$ cat config.mk
export PLATFORM = sky130hd
export DESIGN_NAME = tsn_receive_tracker_sack
export DESIGN_NICKNAME = d
export VERILOG_FILES = /design/src/hdl/tsr_pkg.sv /design/src/hdl/tsr_ram.sv /design/src/hdl/tsr_front.sv /design/src/hdl/tsr_back.sv /design/src/hdl/tsn_receive_tracker_sack.sv
export SDC_FILE = /design/constraint.sdc
export NUM_CORES = 1
export LEC_CHECK = 0
export BUFFER_PORTS_ARGS = -buffer_cell sky130_fd_sc_hd__buf_2
export CAP_MARGIN = 5
export CORE_MARGIN = 2
export CORE_UTILIZATION = 50
export CTS_CLUSTER_SIZE = 12
export DETAILED_ROUTE_END_ITERATION = 12
export GPL_TIMING_DRIVEN = 0
export PLACE_DENSITY = 0.72
export SLEW_MARGIN = 20
export SYNTH_ARGS = -nofsm -noshare
export SYNTH_HDL_FRONTEND = slang
export SYNTH_HIERARCHICAL = 1
export SYNTH_SLANG_ARGS = --single-unit
$ cat constraint.sdc
create_clock -name clk -period 17.1 [get_ports clk]
set_input_delay 0.855 -clock clk [delete_from_list [all_inputs] [get_ports clk]]
set_output_delay 0.855 -clock clk [all_outputs]
set_load 0.005 [all_outputs]
$ cat src/hdl/tsr_pkg.sv
// Shared types, codes and sizes for the TSN receive tracker.
// No dependencies; every other file of the block but tsr_ram imports this package.
package tsr_pkg;

  // Receive window in TSNs and depth of the duplicate queue.
  localparam int WINDOW    = 64;
  localparam int DUP_DEPTH = 16;

  // Depth of the queue between front and back.
  localparam int QDEPTH = 2;

  // Derived sizes.
  localparam int IDX_W   = $clog2(WINDOW);
  localparam int BLK_W   = $clog2(WINDOW / 2 + 1);
  localparam int FILL_W  = $clog2(DUP_DEPTH + 1);
  localparam int DUP_AW  = (DUP_DEPTH > 1) ? $clog2(DUP_DEPTH) : 1;
  localparam int QAW     = (QDEPTH > 1) ? $clog2(QDEPTH) : 1;
  localparam int QCNT_W  = $clog2(QDEPTH + 1);

  // Field widths fixed by the item format.
  localparam int TSN_W       = 32;
  localparam int OFFSET_W    = 16;
  localparam int GAP_COUNT_W = 6;
  localparam int DUP_COUNT_W = 5;

  localparam logic [31:0] ADV_WIN_RESET = 32'(65536 * 4);

  // Request type codes on the input channel.
  localparam logic [1:0] REQ_TYPE_INIT = 2'd0;
  localparam logic [1:0] REQ_TYPE_DATA = 2'd1;
  localparam logic [1:0] REQ_TYPE_SACK = 2'd2;

  // Result kinds.
  localparam logic [1:0] KIND_STATUS = 2'd0;
  localparam logic [1:0] KIND_HEADER = 2'd1;
  localparam logic [1:0] KIND_GAP    = 2'd2;
  localparam logic [1:0] KIND_DUP    = 2'd3;

  // Data status codes.
  localparam logic [1:0] STAT_NEW    = 2'd0;
  localparam logic [1:0] STAT_DUP    = 2'd1;
  localparam logic [1:0] STAT_STALE  = 2'd2;
  localparam logic [1:0] STAT_BEYOND = 2'd3;

  typedef struct packed {
    logic [1:0]  req_type;
    logic [31:0] seq_number;
  } req_item_t;

  typedef struct packed {
    logic [1:0]                   out_kind;
    logic [1:0]                   status;
    logic [31:0]                  seq_value;
    logic [OFFSET_W-1:0]          gap_start;
    logic [OFFSET_W-1:0]          gap_end;
    logic [GAP_COUNT_W-1:0]       gap_count;
    logic [DUP_COUNT_W-1:0]       dup_count;
    logic [31:0]                  adv_credit;
    logic                         dup_lost;
    logic                         last;
  } res_item_t;

  typedef enum logic [1:0] {
    KIND_INIT_REQ,
    KIND_DATA_REQ,
    KIND_SACK_REQ
  } req_kind_t;

  typedef struct packed {
    req_kind_t         kind;
    logic [TSN_W-1:0]  tsn;
  } q_entry_t;

  typedef struct packed {
    logic     valid;
    q_entry_t entry;
  } q_head_t;

  typedef enum logic [2:0] {
    ST_IDLE,
    ST_ADVANCE,
    ST_COUNT,
    ST_HEADER,
    ST_GAP,
    ST_DUP
  } back_state_t;

endpackage

$ cat src/hdl/tsr_ram.sv
// Generic single-port-write, single-port-read RAM with registered read data.
// No package dependencies.
module tsr_ram #(
  parameter int WIDTH = 32,
  parameter int DEPTH = 16,
  localparam int AW = (DEPTH > 1) ? $clog2(DEPTH) : 1
) (
  input  logic             clk,
  input  logic             we,
  input  logic [AW-1:0]    waddr,
  input  logic [WIDTH-1:0] wdata,
  input  logic [AW-1:0]    raddr,
  output logic [WIDTH-1:0] rdata
);

  logic [WIDTH-1:0] mem [DEPTH];

  always_ff @(posedge clk) begin
    if (we) begin
      mem[waddr] <= wdata;
    end
    rdata <= mem[raddr];
  end

endmodule

$ cat src/hdl/tsr_front.sv
// Front end of the TSN tracker: accepts request items, decodes their type and
// queues them for the back end. Depends on tsr_pkg.
module tsr_front
  import tsr_pkg::*;
(
  input  logic      clk,
  input  logic      rst,
  input  logic      req_valid,
  output logic      req_stall,
  input  req_item_t req,
  output q_head_t   head,
  input  logic      pop
);

  q_entry_t          entries [QDEPTH];
  logic [QAW-1:0]    wr_ptr;
  logic [QAW-1:0]    rd_ptr;
  logic [QCNT_W-1:0] count;

  logic     accept;
  logic     keep;
  q_entry_t decoded;
  logic     do_pop;

  assign req_stall = (count == QCNT_W'(QDEPTH));
  assign accept    = req_valid && !req_stall;
  assign do_pop    = pop && (count != '0);

  always_comb begin
    decoded.tsn  = req.seq_number;
    decoded.kind = KIND_DATA_REQ;
    keep         = 1'b1;
    unique case (req.req_type)
      REQ_TYPE_INIT: decoded.kind = KIND_INIT_REQ;
      REQ_TYPE_DATA: decoded.kind = KIND_DATA_REQ;
      REQ_TYPE_SACK: decoded.kind = KIND_SACK_REQ;
      default:       keep = 1'b0;
    endcase
  end

  assign head.valid = (count != '0);
  assign head.entry = entries[rd_ptr];

  always_ff @(posedge clk) begin
    if (accept && keep) begin
      entries[wr_ptr] <= decoded;
    end
  end

  always_ff @(posedge clk) begin
    if (rst) begin
      wr_ptr <= '0;
      rd_ptr <= '0;
      count  <= '0;
    end else begin
      if (accept && keep) begin
        wr_ptr <= (wr_ptr == QAW'(QDEPTH - 1)) ? '0 : wr_ptr + 1'b1;
      end
      if (do_pop) begin
        rd_ptr <= (rd_ptr == QAW'(QDEPTH - 1)) ? '0 : rd_ptr + 1'b1;
      end
      count <= count + QCNT_W'(accept && keep) - QCNT_W'(do_pop);
    end
  end

endmodule

$ cat src/hdl/tsr_back.sv
// Back end of the TSN tracker: keeps the cumulative TSN, the receive bitmap
// and the duplicate queue, and produces all result items. Depends on tsr_pkg
// and tsr_ram.
module tsr_back
  import tsr_pkg::*;
(
  input  logic        clk,
  input  logic        rst,
  input  q_head_t     head,
  output logic        pop,
  input  logic        cfg_valid,
  input  logic [31:0] cfg_data,
  output logic        res_valid,
  input  logic        res_stall,
  output res_item_t   res
);

  back_state_t state, state_next;

  logic [TSN_W-1:0]  cum, cum_next;
  logic [WINDOW-1:0] map, map_next;
  logic [FILL_W-1:0] fill, fill_next;
  logic              ovf, ovf_next;
  logic [31:0]       adv_win;
  logic [IDX_W-1:0]  scan_idx, scan_idx_next;
  logic [BLK_W-1:0]  blk_cnt, blk_cnt_next;
  logic [BLK_W-1:0]  blk_done, blk_done_next;
  logic              in_block, in_block_next;
  logic [IDX_W-1:0]  blk_start, blk_start_next;
  logic [DUP_AW-1:0] dup_idx, dup_idx_next;
  logic              out_valid;
  res_item_t         out_item, out_item_next;
  logic              load;

  logic              can_load;
  logic              scan_end;
  logic              cur_bit, prev_bit, nxt_bit;
  logic              gap_ends, gap_step;
  logic [IDX_W-1:0]  start_eff;
  logic              has_dups;
  logic              head_init, head_data, head_sack;
  logic              dat_stale, dat_beyond, dat_seen;
  logic [TSN_W-1:0]  dat_off;
  logic              dup_we;
  logic [TSN_W-1:0]  dup_rdata;

  assign can_load  = !out_valid || !res_stall;
  assign scan_end  = (scan_idx == IDX_W'(WINDOW - 1));
  assign cur_bit   = map[scan_idx];
  assign prev_bit  = (scan_idx == '0) ? 1'b0 : map[scan_idx - 1'b1];
  assign nxt_bit   = scan_end ? 1'b0 : map[scan_idx + 1'b1];
  assign gap_ends  = cur_bit && !nxt_bit;
  assign gap_step  = !gap_ends || can_load;
  assign start_eff = in_block ? blk_start : scan_idx;
  assign has_dups  = (fill != '0);

  assign head_init = head.valid && (head.entry.kind == KIND_INIT_REQ);
  assign head_data = head.valid && (head.entry.kind == KIND_DATA_REQ);
  assign head_sack = head.valid && (head.entry.kind == KIND_SACK_REQ);

  // Data classification: stale, beyond the window, seen before, or new.
  assign dat_off    = head.entry.tsn - cum - 1'b1;
  assign dat_stale  = (head.entry.tsn <= cum);
  assign dat_beyond = (dat_off >= TSN_W'(WINDOW));
  assign dat_seen   = map[dat_off[IDX_W-1:0]];

  assign dup_we = (state == ST_IDLE) && head_data && can_load && !dat_stale &&
                  !dat_beyond && dat_seen && (fill < FILL_W'(DUP_DEPTH));

  tsr_ram #(
    .WIDTH (TSN_W),
    .DEPTH (DUP_DEPTH)
  ) u_dup_ram (
    .clk   (clk),
    .we    (dup_we),
    .waddr (fill[DUP_AW-1:0]),
    .wdata (head.entry.tsn),
    .raddr (dup_idx_next),
    .rdata (dup_rdata)
  );

  // Next state.
  always_comb begin
    state_next = state;
    unique case (state)
      ST_IDLE: begin
        if (head_sack) begin
          state_next = ST_ADVANCE;
        end
      end
      ST_ADVANCE: begin
        if (!map[0]) begin
          state_next = ST_COUNT;
        end
      end
      ST_COUNT: begin
        if (scan_end) begin
          state_next = ST_HEADER;
        end
      end
      ST_HEADER: begin
        if (can_load) begin
          if (blk_cnt != '0) begin
            state_next = ST_GAP;
          end else if (has_dups) begin
            state_next = ST_DUP;
          end else begin
            state_next = ST_IDLE;
          end
        end
      end
      ST_GAP: begin
        if (gap_step && scan_end) begin
          state_next = has_dups ? ST_DUP : ST_IDLE;
        end
      end
      ST_DUP: begin
        if (can_load && (FILL_W'(dup_idx) + 1'b1 == fill)) begin
          state_next = ST_IDLE;
        end
      end
      default: state_next = ST_IDLE;
    endcase
  end

  // Datapath and result outputs.
  always_comb begin
    cum_next       = cum;
    map_next       = map;
    fill_next      = fill;
    ovf_next       = ovf;
    scan_idx_next  = scan_idx;
    blk_cnt_next   = blk_cnt;
    blk_done_next  = blk_done;
    in_block_next  = in_block;
    blk_start_next = blk_start;
    dup_idx_next   = dup_idx;
    pop            = 1'b0;
    load           = 1'b0;
    out_item_next  = '0;
    unique case (state)
      ST_IDLE: begin
        if (head_sack) begin
          pop = 1'b1;
        end else if (head_init && can_load) begin
          pop                     = 1'b1;
          load                    = 1'b1;
          cum_next                = head.entry.tsn - 1'b1;
          map_next                = WINDOW'(1);
          out_item_next.out_kind  = KIND_STATUS;
          out_item_next.status    = STAT_NEW;
          out_item_next.seq_value = head.entry.tsn - 1'b1;
          out_item_next.dup_lost  = ovf;
          out_item_next.last      = 1'b1;
        end else if (head_data && can_load) begin
          pop                    = 1'b1;
          load                   = 1'b1;
          out_item_next.out_kind = KIND_STATUS;
          if (dat_stale) begin
            out_item_next.status = STAT_STALE;
          end else if (dat_beyond) begin
            out_item_next.status = STAT_BEYOND;
          end else if (dat_seen) begin
            out_item_next.status = STAT_DUP;
            if (fill < FILL_W'(DUP_DEPTH)) begin
              fill_next = fill + 1'b1;
            end else begin
              ovf_next = 1'b1;
            end
          end else begin
            out_item_next.status = STAT_NEW;
            map_next[dat_off[IDX_W-1:0]] = 1'b1;
          end
          out_item_next.seq_value = cum;
          out_item_next.dup_lost  = ovf_next;
          out_item_next.last      = 1'b1;
        end
      end
      ST_ADVANCE: begin
        // Slide the window over the contiguous run of received TSNs.
        if (map[0]) begin
          cum_next = cum + 1'b1;
          map_next = map >> 1;
        end else begin
          scan_idx_next = '0;
          blk_cnt_next  = '0;
        end
      end
      ST_COUNT: begin
        if (cur_bit && !prev_bit) begin
          blk_cnt_next = blk_cnt + 1'b1;
        end
        scan_idx_next = scan_end ? '0 : scan_idx + 1'b1;
      end
      ST_HEADER: begin
        if (can_load) begin
          load                        = 1'b1;
          out_item_next.out_kind      = KIND_HEADER;
          out_item_next.seq_value     = cum;
          out_item_next.gap_count     = GAP_COUNT_W'(blk_cnt);
          out_item_next.dup_count     = DUP_COUNT_W'(fill);
          out_item_next.adv_credit    = adv_win;
          out_item_next.dup_lost      = ovf;
          out_item_next.last          = (blk_cnt == '0) && !has_dups;
          scan_idx_next               = '0;
          blk_done_next               = '0;
          in_block_next               = 1'b0;
          dup_idx_next                = '0;
          if ((blk_cnt == '0) && !has_dups) begin
            fill_next = '0;
            ovf_next  = 1'b0;
          end
        end
      end
      ST_GAP: begin
        if (gap_step) begin
          if (gap_ends) begin
            load                    = 1'b1;
            out_item_next.out_kind  = KIND_GAP;
            out_item_next.gap_start = OFFSET_W'(start_eff) + 1'b1;
            out_item_next.gap_end   = OFFSET_W'(scan_idx) + 1'b1;
            out_item_next.last      = (BLK_W'(blk_done + 1'b1) == blk_cnt) && !has_dups;
            blk_done_next           = blk_done + 1'b1;
          end
          in_block_next  = cur_bit && nxt_bit;
          blk_start_next = start_eff;
          scan_idx_next  = scan_end ? '0 : scan_idx + 1'b1;
          dup_idx_next   = '0;
          if (scan_end && !has_dups) begin
            fill_next = '0;
            ovf_next  = 1'b0;
          end
        end
      end
      ST_DUP: begin
        if (can_load) begin
          load                    = 1'b1;
          out_item_next.out_kind  = KIND_DUP;
          out_item_next.seq_value = dup_rdata;
          out_item_next.last      = (FILL_W'(dup_idx) + 1'b1 == fill);
          dup_idx_next            = dup_idx + 1'b1;
          if (FILL_W'(dup_idx) + 1'b1 == fill) begin
            fill_next = '0;
            ovf_next  = 1'b0;
          end
        end
      end
      default: begin
      end
    endcase
  end

  assign res_valid = out_valid;
  assign res       = out_item;

  always_ff @(posedge clk) begin
    if (rst) begin
      state     <= ST_IDLE;
      cum       <= '0;
      map       <= '0;
      fill      <= '0;
      ovf       <= 1'b0;
      adv_win   <= ADV_WIN_RESET;
      scan_idx  <= '0;
      blk_cnt   <= '0;
      blk_done  <= '0;
      in_block  <= 1'b0;
      dup_idx   <= '0;
      out_valid <= 1'b0;
    end else begin
      state    <= state_next;
      cum      <= cum_next;
      map      <= map_next;
      fill     <= fill_next;
      ovf      <= ovf_next;
      scan_idx <= scan_idx_next;
      blk_cnt  <= blk_cnt_next;
      blk_done <= blk_done_next;
      in_block <= in_block_next;
      dup_idx  <= dup_idx_next;
      if (cfg_valid) begin
        adv_win <= cfg_data;
      end
      if (load) begin
        out_valid <= 1'b1;
      end else if (!res_stall) begin
        out_valid <= 1'b0;
      end
    end
  end

  always_ff @(posedge clk) begin
    blk_start <= blk_start_next;
    if (load) begin
      out_item <= out_item_next;
    end
  end

endmodule

$ cat src/hdl/tsn_receive_tracker_sack.sv
// Top level of the receiver-side TSN tracker with selective acknowledgement.
// Depends on tsr_pkg, tsr_front, tsr_back and, through the back end, tsr_ram.
//
// Usage:
// The req channel (req_valid, req_stall, req) carries one request item per
// transfer: init with the initial TSN, data with a received TSN, or sack.
// The res channel (res_valid, res_stall, res) returns result items: one
// status item for each init or data item, and for a sack a header followed
// by the gap blocks and the queued duplicate TSNs. The flag last marks the
// final result item of each request. Request type 3 is dropped silently.
// The cfg channel (cfg_valid, cfg_ready, cfg_data) writes the advertised
// window; it is always ready and should be written only while the block is idle.
//
// Timing: the front queue holds two items. The back end takes one init or data
// item per cycle while res_stall is low. A sack runs through the bitmap one
// bit per cycle, pausing at the end of a gap block while res_stall holds the
// output: the back end slides the window over the contiguous TSNs, counts
// the gap blocks, emits the header, emits the gap blocks and then one item
// per queued duplicate.
// Reset clears the cumulative TSN, the bitmap and the duplicate count and
// sets the advertised window to 262144. While res_stall is high the current
// result item holds and the back end waits before loading another; the front
// keeps accepting items until its queue is full, then raises req_stall.
module tsn_receive_tracker_sack
  import tsr_pkg::*;
(
  input  logic        clk,
  input  logic        rst,
  input  logic        req_valid,
  output logic        req_stall,
  input  req_item_t   req,
  output logic        res_valid,
  input  logic        res_stall,
  output res_item_t   res,
  input  logic        cfg_valid,
  output logic        cfg_ready,
  input  logic [31:0] cfg_data
);

  q_head_t head;
  logic    pop;

  // The window register is a plain flop, so writes are always taken.
  assign cfg_ready = 1'b1;

  tsr_front u_front (
    .clk       (clk),
    .rst       (rst),
    .req_valid (req_valid),
    .req_stall (req_stall),
    .req       (req),
    .head      (head),
    .pop       (pop)
  );

  tsr_back u_back (
    .clk       (clk),
    .rst       (rst),
    .head      (head),
    .pop       (pop),
    .cfg_valid (cfg_valid && cfg_ready),
    .cfg_data  (cfg_data),
    .res_valid (res_valid),
    .res_stall (res_stall),
    .res       (res)
  );

endmodule

# After elaboration in Yosys (flattened, before gate mapping)
# Memories as Yosys holds them, arrays and structs flattened. A register that Yosys moved wholly into a read port is not among the register bits.
# Cells that the tools add are included.
# op_classes
n_lt_le_gt_ge,8
n_addsub,17
reduce_logical,64
muxes,123
bitwise,3
n_eq_ne,40
# op_table
cell,n
$mux 64,7
$mux 32,5
$pmux 64 s2,1
$pmux 32 s3,1
$mux 36,2
$mux 5,13
$or 64x64->64,1
$pmux 32 s2,1
$sub 32x1->32 const B,2
$mux 6,8
$mux 1,46
$mux 34,1
$add 32x1->32 const B,1
$ge 32x7->1 const B,1
$le 32x32->1,1
$sub 32x32->32,1
$ne 2x1->1 const B,15
$lt 6x7->1 const B,4
$bmux 1 s6,4
$mux 3,8
$pmux 6 s2,2
$pmux 6 s4,1
$logic_and 1x1->1,23
$pmux 5 s4,1
other kinds (52),105
# word_totals
mem_bits_rw,580
register_bits,284
output_inout_bits,116
memories,2
elab_cells,285
# mem_list
memory,depth,word_bits,read_ports,rd_clocked_by_memory_dff,write_ports,line,text
u_back.u_dup_ram.mem,16,32,1,1,1,tsr_ram.sv:16,logic [WIDTH-1:0] mem [DEPTH];
u_front.entries,2,34,1,1,1,tsr_front.sv:15,q_entry_t entries [QDEPTH];

# Depth between registers and ports, before layout
# depth
word_depth,14
depth_mapped,21
ltp_nobuf,15

# By module
# The synthesis kept the hierarchy.
# by_module_without_submodules
mod,cells_per_inst,area_per_inst_um2,instances
tsr_ram,838,19835.3,1
tsr_back,2104,18755.5,1
tsr_front,135,2735.1,1
tsn_receive_tracker_sack,2,11.3,1

# Worst setup path after synthesis
# No wires, ideal clock.
# synth_path
kind,flip-flop to flip-flop
start,register with a tool-made name
end,"memory u_back.u_dup_ram.mem[0][0], enable pin"
setup_time_ns,0.461
period_less_slack_ns,7.278
n_path_buf,5
path_slack_ns,9.822
arrival_ns,6.817
path_stages_with_launch,18
path_cell_list,dfxtp_1 > buf_2 > buf_6 > mux2_2 > ha_1 > fa_1 > buf_2 > clkbuf_1 > buf_2 > a32oi_1 > o41ai_1 > o32ai_1 > a211oi_2 > nand4_1 > nor4_2 > and2_1 > or3b_2 > nor3_1
# synth_rtl
element,line
to (decl),tsr_ram.sv:16

==> flow_summary.json <==
{
  "vias": 28930,
  "switching_share_pct": 38.26,
  "critPathCaptureType": "register",
  "synth.area.mux_share_pct": 12.67,
  "cts_resized": 0,
  "drcViolationCount": 0,
  "synth.distinct_cells": 107,
  "track_usage_pct": 28.70,
  "cp.required_ns": 17.47,
  "cp-start-kind": "register",
  "place_inst": 4383,
  "period_needed_ns": 7.968,
  "seq_area_um2": 24410,
  "ys_top_cells_by_count": "edfxtp_1, nor2_1, a21oi_1, dfxtp_1, mux4_2",
  "syn_area_per_cell_um2": 13.43,
  "synthAdderAreaFrac_pct": 1.471,
  "p_leak_nw": 16.37,
  "synthesis.area_um2": 41340,
  "slew_headroom_pct": 17.85,
  "period_share_pct": 46.59,
  "wl_per_cell_um": 27.12,
  "crit_type": "register to register",
  "finalHoldViolCount": 0,
  "die_w_um": 291.5,
  "power_frac_comb_pct": 37.6,
  "finalSetupViolations": 0,
  "hold_buffers": 0,
  "yosys.area_share.simple_pct": 8.599,
  "cts_root_buffer": "clkbuf_16",
  "core_area_um2": 81980,
  "clock_sinks": 879,
  "multi_input_area_um2": 15520,
  "async_flop_share_pct": 0,
  "via_per_inst": 6.357,
  "grt_antenna_before_repair": 9,
  "fin_ws_ns": 9.132,
  "layout-drive-gt1-share_pct": 22.08,
  "rows": 105,
  "initial_utilization_pct": 50.42,
  "die-area_um2": 84990,
  "antenna_left": 0,
  "clkSlewWorstSetupHoldPaths_ns": 0.06,
  "synth-edff-count": 681,
  "insertion_delay_ns": 0.69,
  "synth_top_cell_by_area": "edfxtp_1",
  "hp-class": "primary input to register",
  "max_freq_ghz": 0.1255,
  "power_frac_clock_pct": 25.2,
  "overflow": 0,
  "power_frac_seq_pct": 37.2,
  "synth_compound_area_share_pct": 12.66,
  "first_pass_iters": 9,
  "fill_cells": 6501,
  "tightest_slew_ns": 1.226,
  "synth-seq-cells": 879,
  "areaGrowthSynthToFinish_pct": 14.76,
  "synth.area.top_cells": "edfxtp_1, mux4_2, dfxtp_1, a21oi_1, nor2_1",
  "synth.most_common_cell": "edfxtp_1",
  "first_global_vias": 27720,
  "drt_iter0_drc": 3812,
  "routed_wl_um": 123400,
  "portBuffers": 166,
  "ios": 187,
  "grt_pass1_wl_um": 181600,
  "p_int_mw": 4.745,
  "post_layout_nonfiller_instances": 4550,
  "numCtsBuffers": 91,
  "synthXorXnorAreaFrac_pct": 1.604,
  "synth_flop_cell": "edfxtp_1",
  "hold_slack_ns": 0.3566,
  "grt_max_degree": 26,
  "fin_skew_ns": 0.06833,
  "seq_area_frac_synth_pct": 59.06,
  "ys_warn_count": 6,
  "worstPathMaxFanout": 20,
  "gp_congestion": 0.9717,
  "h-tree-depth": 3,
  "cts_tree": "built",
  "max_cap_viol_count": 0,
  "p_switching_mw": 2.941,
  "nNetsFinal": 3525,
  "power_density_nw_per_um2": 162.0,
  "report.final.slew_viol_count": 0,
  "synth_top_family_by_area": "multiplexers",
  "status": "finished clean",
  "cts_buffer_depth": 3,
  "final.setup.tns_ns": 0,
  "die_h_um": 291.5,
  "irDropWorstVdd_mv": 0.1062,
  "synthCells": 3079,
  "dp_hpwl_um": 86100,
  "critPathArrivalTime_ns": 8.34,
  "postCtsSetupRepairBufs": 0,
  "rsz0062_at_grt": "false",
  "synth_top_area_share_pct": 49.47,
  "preCtsSetupSlack_ns": 9.329
}
worst max-delay path: stages, from the launching register on:
cell and delay [ns]:
dfxtp_1 0.37, buf_2 0.25, buf_6 0.20, mux2_2 0.56, ha_1 0.35, fa_1 0.49, buf_2 0.24, clkbuf_1 0.51
buf_2 0.36, a32oi_1 0.12, o41ai_1 0.49, o32ai_1 0.19, a211oi_2 0.58, nand4_1 0.18, nor4_2 0.46, and2_1 0.36
or3b_2 0.61, nor3_2 0.64, buf_6 0.25, buf_4 0.18, buf_4 0.21
registers in the layout, summed over array words and instances (netlist names), 5 cells and up, named ones only:
signal,count
u_back/blk_done,6
u_back/blk_cnt,6
u_back/blk_start,6
u_front/entries,68
u_back/scan_idx,6
u_back/cum,32
u_back/adv_win,32
u_back/fill,5
u_back/u_dup_ram/mem,512
u_back/res,95
u_back/map,64
u_back/u_dup_ram/rdata,32
cell type report:
| class | count | share of cell area [%] |
|---|---|---|
| well taps | 1070 | 2.822 |
| diodes | 2 | 0.01055 |
| flip-flops and latches | 879 | 51.46 |
| plain buffers | 221 | 2.419 |
| clock buffers | 135 | 5.235 |
| multi-input cells | 1870 | 32.71 |
| inverters | 126 | 0.9969 |
| clock inverters | 30 | 0.8941 |
| repair buffers | 217 | 3.450 |
cells by family (layout without fill, tap and decap cells):
| kind of cell | Yosys count | after routing |
|---|---|---|
| flops | 879 | 879 |
| other cells | 2 | 21 |
| simple gates | 728 | 728 |
| compound gates | 718 | 718 |
| buf+inv | 347 | 729 |
| mux | 283 | 283 |
| xor+xnor | 74 | 74 |
| fa+ha+maj | 48 | 48 |
power by group through the flow:
stage,sequential (mW),combinational [mW],clock (mW)
2_1_floorplan,2.84,1.92,0
3_3_place_gp,2.91,2.73,0
3_5_place_dp,2.89,2.80,0
4_1_cts,2.85,2.82,1.96
5_1_grt,2.88,3.09,2.05
6_report,2.86,2.89,1.93
placed cells by master (no fill, tap or decap), types with 11 or more instances in the layout:
cell	instances
buf_1	23
nand4_1	25
mux2_2	39
o21ai_1	11
clkbuf_1	160
nand3_1	52
buf_16	15
a21oi_1	211
and2_1	50
a211oi_2	63
nor2_1	242
o21bai_1	11
nor3_1	53
nand2_1	148
nor2b_1	16
o21ai_0	101
xor2_1	29
edfxtp_1	681
a21o_1	13
mux4_2	188
dfxtp_1	198
buf_4	47
buf_2	191
mux2i_1	55
buf_6	35
or3_1	13
xnor2_1	42
inv_1	124
ha_1	47
nor2_4	14
nor4_1	15
o211a_1	64
and3_1	23
conb_1	19
a31oi_1	12
a22oi_1	104
nand2b_1	17
clkbuf_16	92
worst paths after layout:
check / end / from / slack (ns) / cells after the start
worst max-delay path: u_back/u_dup_ram/mem[0][11]$_DFFE_PP_ / register / 9.13 / 20
worst min-delay path: u_front/entries[1][3]$_DFFE_PP_ / req[3] / 0.36 / 1
worst max register to register: u_back/u_dup_ram/mem[0][11]$_DFFE_PP_ / register / 9.13 / 20
worst min register to register: u_back/blk_done[5]$_SDFFE_PP0P_ / u_back/blk_done[5]$_SDFFE_PP0P_ / 0.47 / 2
routing by layer:
metal  routed length [um]  vias up  track usage (%)
met2                56740     1740            44.94
met3                12590      312            5.648
li1                     -    12510                -
met5                   66        -                0
met4                 5657       10            12.67
met1                48350    14360            39.16
per-stage QoR:
stage               total power [mW]  area [um2]  util (%)
finish                         7.686       47440     57.87
global route                   8.018       47440     57.86
CTS                            7.625       47430     57.85
detailed placement             5.687       44520     54.31
global placement               5.647       43570     53.15
floorplan                      4.754       41400         -
(Power assumes the default switching activity.)
